[src/hw/rtl/salc_ram.sv]
module salc_ram #(
    parameter int WIDTH = 8,
    parameter int DEPTH = 16
) (
    input  logic                                       i_clk,
    input  logic                                       i_we,
    input  logic [((DEPTH > 1) ? $clog2(DEPTH) : 1)-1:0] i_waddr,
    input  logic [WIDTH-1:0]                           i_wdata,
    input  logic                                       i_re,
    input  logic [((DEPTH > 1) ? $clog2(DEPTH) : 1)-1:0] i_raddr,
    output logic [WIDTH-1:0]                           o_rdata
);

    logic [WIDTH-1:0] r_mem [DEPTH];
    logic [WIDTH-1:0] r_rdata;

    always_ff @(posedge i_clk) begin
        if (i_we) begin
            r_mem[i_waddr] <= i_wdata;
        end
        if (i_re) begin
            r_rdata <= r_mem[i_raddr];
        end
    end

    assign o_rdata = r_rdata;

endmodule

[config.mk]
export PLATFORM = sky130hd
export DESIGN_NAME = salc_ram
export DESIGN_NICKNAME = d
export VERILOG_FILES = /design/src/hw/rtl/salc_ram.sv
export SDC_FILE = /design/constraint.sdc
export NUM_CORES = 1
export LEC_CHECK = 0
export BUFFER_PORTS_ARGS = -buffer_cell sky130_fd_sc_hd__buf_2
export CAP_MARGIN = 30
export CORE_MARGIN = 3
export CORE_UTILIZATION = 40
export CTS_CLUSTER_DIAMETER = 40
export DETAILED_ROUTE_END_ITERATION = 10
export PLACE_DENSITY = 0.61
export SLEW_MARGIN = 20
export SYNTH_ARGS = -nofsm -noshare
export SYNTH_HDL_FRONTEND = slang
export SYNTH_SLANG_ARGS = --single-unit
[constraint.sdc]
create_clock -name i_clk -period 2.96 [get_ports i_clk]
set_input_delay 0.296 -clock i_clk [delete_from_list [all_inputs] [get_ports i_clk]]
set_output_delay 0.296 -clock i_clk [all_outputs]
set_load 0.005 [all_outputs]
==> flow_metrics.tcl <==
set metrics [dict create \
    clock_sinks 136 \
    place.port_buffers 26 \
    yosys_warnings 0 \
    worstSetupPathType "in -> reg" \
    power_uw 4390 \
    rsz0062_at_grt "no" \
    power_leakage_uw 0.00207 \
    holdPathEnd "o_rdata[1]" \
    synth.top_cell.area_share_pct 78.1 \
    reg2reg_to "o_rdata[5]" \
    fin_crit_sh_pct 57.8 \
    core_area_sq_um 12700 \
    avgSynthCellArea_sq_um 22.8 \
    hpwl_mm 6.08 \
    period_needed_ns 1.71 \
    end_kind "flop" \
    post_cts_buffers 0 \
    netlist_area_sq_um 5230 \
    grt_pass1_wl_mm 14.8 \
    worst_pin_slew_ns 0.940 \
    drv_cap 0 \
    drc_errors 0 \
    fp-row-count 41 \
    worstPathArrival_ns 1.86 \
    grt_pass1_vias 2435 \
    peakVddDrop_v 0.000414 \
    cts_inserted_buffers 17 \
    cts_resized 0 \
    gp_congestion 0.724 \
    synth_seq_area_share_pct 78.1 \
    hold_class "in -> reg" \
    fp.dieH_um 120 \
    cp.required_ns 3.11 \
    io_pins 27 \
    cp-start-kind "input pin" \
    r2r_cells 3 \
    ys_seq_elements 136 \
    r2r_slack_ns 1.46 \
    die_w_um 120 \
    setup_viol 0 \
    n_fill_cell 1060 \
    multi_input_area_sq_um 1060 \
    register_area_sq_um 4080 \
    cts_hold_buf 0 \
    synth_largest_area_cell "edfxtp_1" \
    start_util_pct 41.1 \
    antenna_found_initial 0 \
    synth_area_leaders "edfxtp_1 78%, mux4_2 7.8%, mux4_1 7.0%, a22oi_1 2.3%, nor2_1 0.93%" \
    clk_pin_slew_ns 0.06 \
    hold_depth 1 \
    cts_max_path_buffers 2 \
    finalWirelength_mm 9.78 \
    drt_pass1_iterations 4 \
    vias 2412 \
    post_drt_wl_per_cell_um 21.1 \
    diodes 0 \
    tns_ns 0 \
    grtUsageTotal_pct 14.5 \
    cts_tree "yes" \
    crit_fanout 21 \
    synth_cell_types 18 \
    drt_iter0_drc 247 \
    max_clock_freq_ghz 0.584 \
    die_area_sq_um 14500 \
    root_buffer "clkbuf_16" \
    syn_to_final_growth_pct 18.4 \
    drive_gt1_share_pct 31.5 \
    power_density_nw_per_um2 709 \
    via_per_inst 5.20 \
    cts-htree-levels 4 \
    status "finished clean" \
    skew_ns 0.00647 \
    ant_nets 0 \
    slew_headroom_pct 37.1 \
    grt_start_max_net_pins 22 \
    r2r_start "r_mem[1][5]" \
    synthCells 229 \
    synth_nets 248 \
    gr-total-overflow 0 \
    insertion_delay_ns 0.41 \
    hp-start "i_re" \
    final_nets 298 \
    slew_viol_final 0 \
    hold_violations 0 \
]
[state kept, by name (all words and copies together) (netlist names)]
| signal | cells |
|---|---|
| r_mem | 128 |
| o_rdata | 8 |
[placed cells by master (no fill, tap or decap), drive strengths merged, types with 2 or more instances in the layout]
| master | n |
|---|---|
| nor3 | 4 |
| edfxtp | 136 |
| nand2 | 9 |
| buf | 41 |
| mux4 | 32 |
| nand2b | 2 |
| a22oi | 16 |
| clkbuf | 17 |
| clkinvlp | 3 |
| clkinv | 7 |
| bufinv | 2 |
| inv | 3 |
| nand3b | 2 |
| nor2 | 13 |
[Yosys cell counts]
cell / number
nand2_1: 9
nand2b_1: 2
buf_4: 1
mux4_1: 14
buf_6: 3
buf_2: 3
nor2b_1: 1
nand3_1: 1
mux4_2: 18
and2_1: 1
a22oi_1: 16
clkdlybuf4s25_2: 3
nor3_1: 4
or3b_2: 1
nor2_1: 13
edfxtp_1: 136
and2b_1: 1
nand3b_1: 2
[how the worst max path moves through the flow]
stage                     from     endpoint  slack, ns  cells after the start
floorplan           i_waddr[2]  r_mem[0][0]       1.17                      2
global placement    i_raddr[0]   o_rdata[3]       0.80                      5
detailed placement  i_raddr[0]   o_rdata[3]       0.79                      5
CTS                 i_raddr[0]   o_rdata[3]       1.20                      5
global route        i_raddr[0]   o_rdata[3]       1.16                      5
finish              i_raddr[0]   o_rdata[3]       1.25                      5
[per-layer routing]
metal | up-vias | part of all wire (%) | global-route usage, %
met5 | - | 0 | 0
met4 | 0 | 1.2 | 4.89
met3 | 9 | 4.7 | 4.30
met2 | 70 | 49 | 21.9
met1 | 1254 | 45 | 20.3
li1 | 1079 | - | -
[layout make-up]
type,instances,share of cell area [%]
Clock buffer,17,6.87
Clock inverter,15,2.45
Timing Repair Buffer,41,4.12
Sequential cell,136,66.0
Multi-Input combinational cell,83,17.1
Tap cell,172,3.48
[power by group]
part | switching (uW) | total (uW) | internal, uW
clock network | 777 | 2020 | 1240
registers | 10.7 | 2180 | 2170
logic | 109 | 190 | 80.9
[per-stage QoR]
stage	utilization (%)	setup slack, ns	instances	cell area [sq um]	hold slack (ns)
6_report	48.6	1.25	464	6190	0.249
2_1_floorplan	-	1.17	229	5230	0.395
3_5_place_dp	44.0	0.791	430	5600	0.667
5_1_grt	48.6	1.16	464	6190	0.242
4_1_cts	48.5	1.20	462	6170	0.234
3_3_place_gp	44.0	0.800	430	5600	0.681
[critical path, cell delays in order]
cell,delay [ns]
buf_2,0.35
buf_12,0.26
mux4_1,0.57
a22oi_1,0.27
nand2_1,0.09
[kinds of logic (layout without fill, tap and decap cells)]
| kind of cell | count (synthesis) | count (layout) | share of synthesized area [%] |
|---|---|---|---|
| flops | 136 | 136 | 78.1 |
| compound gates | 16 | 16 | 2.30 |
| mux | 32 | 32 | 14.8 |
| simple gates | 35 | 35 | 3.14 |
| buf+inv | 10 | 73 | 1.65 |
(Power assumes the default switching activity.)
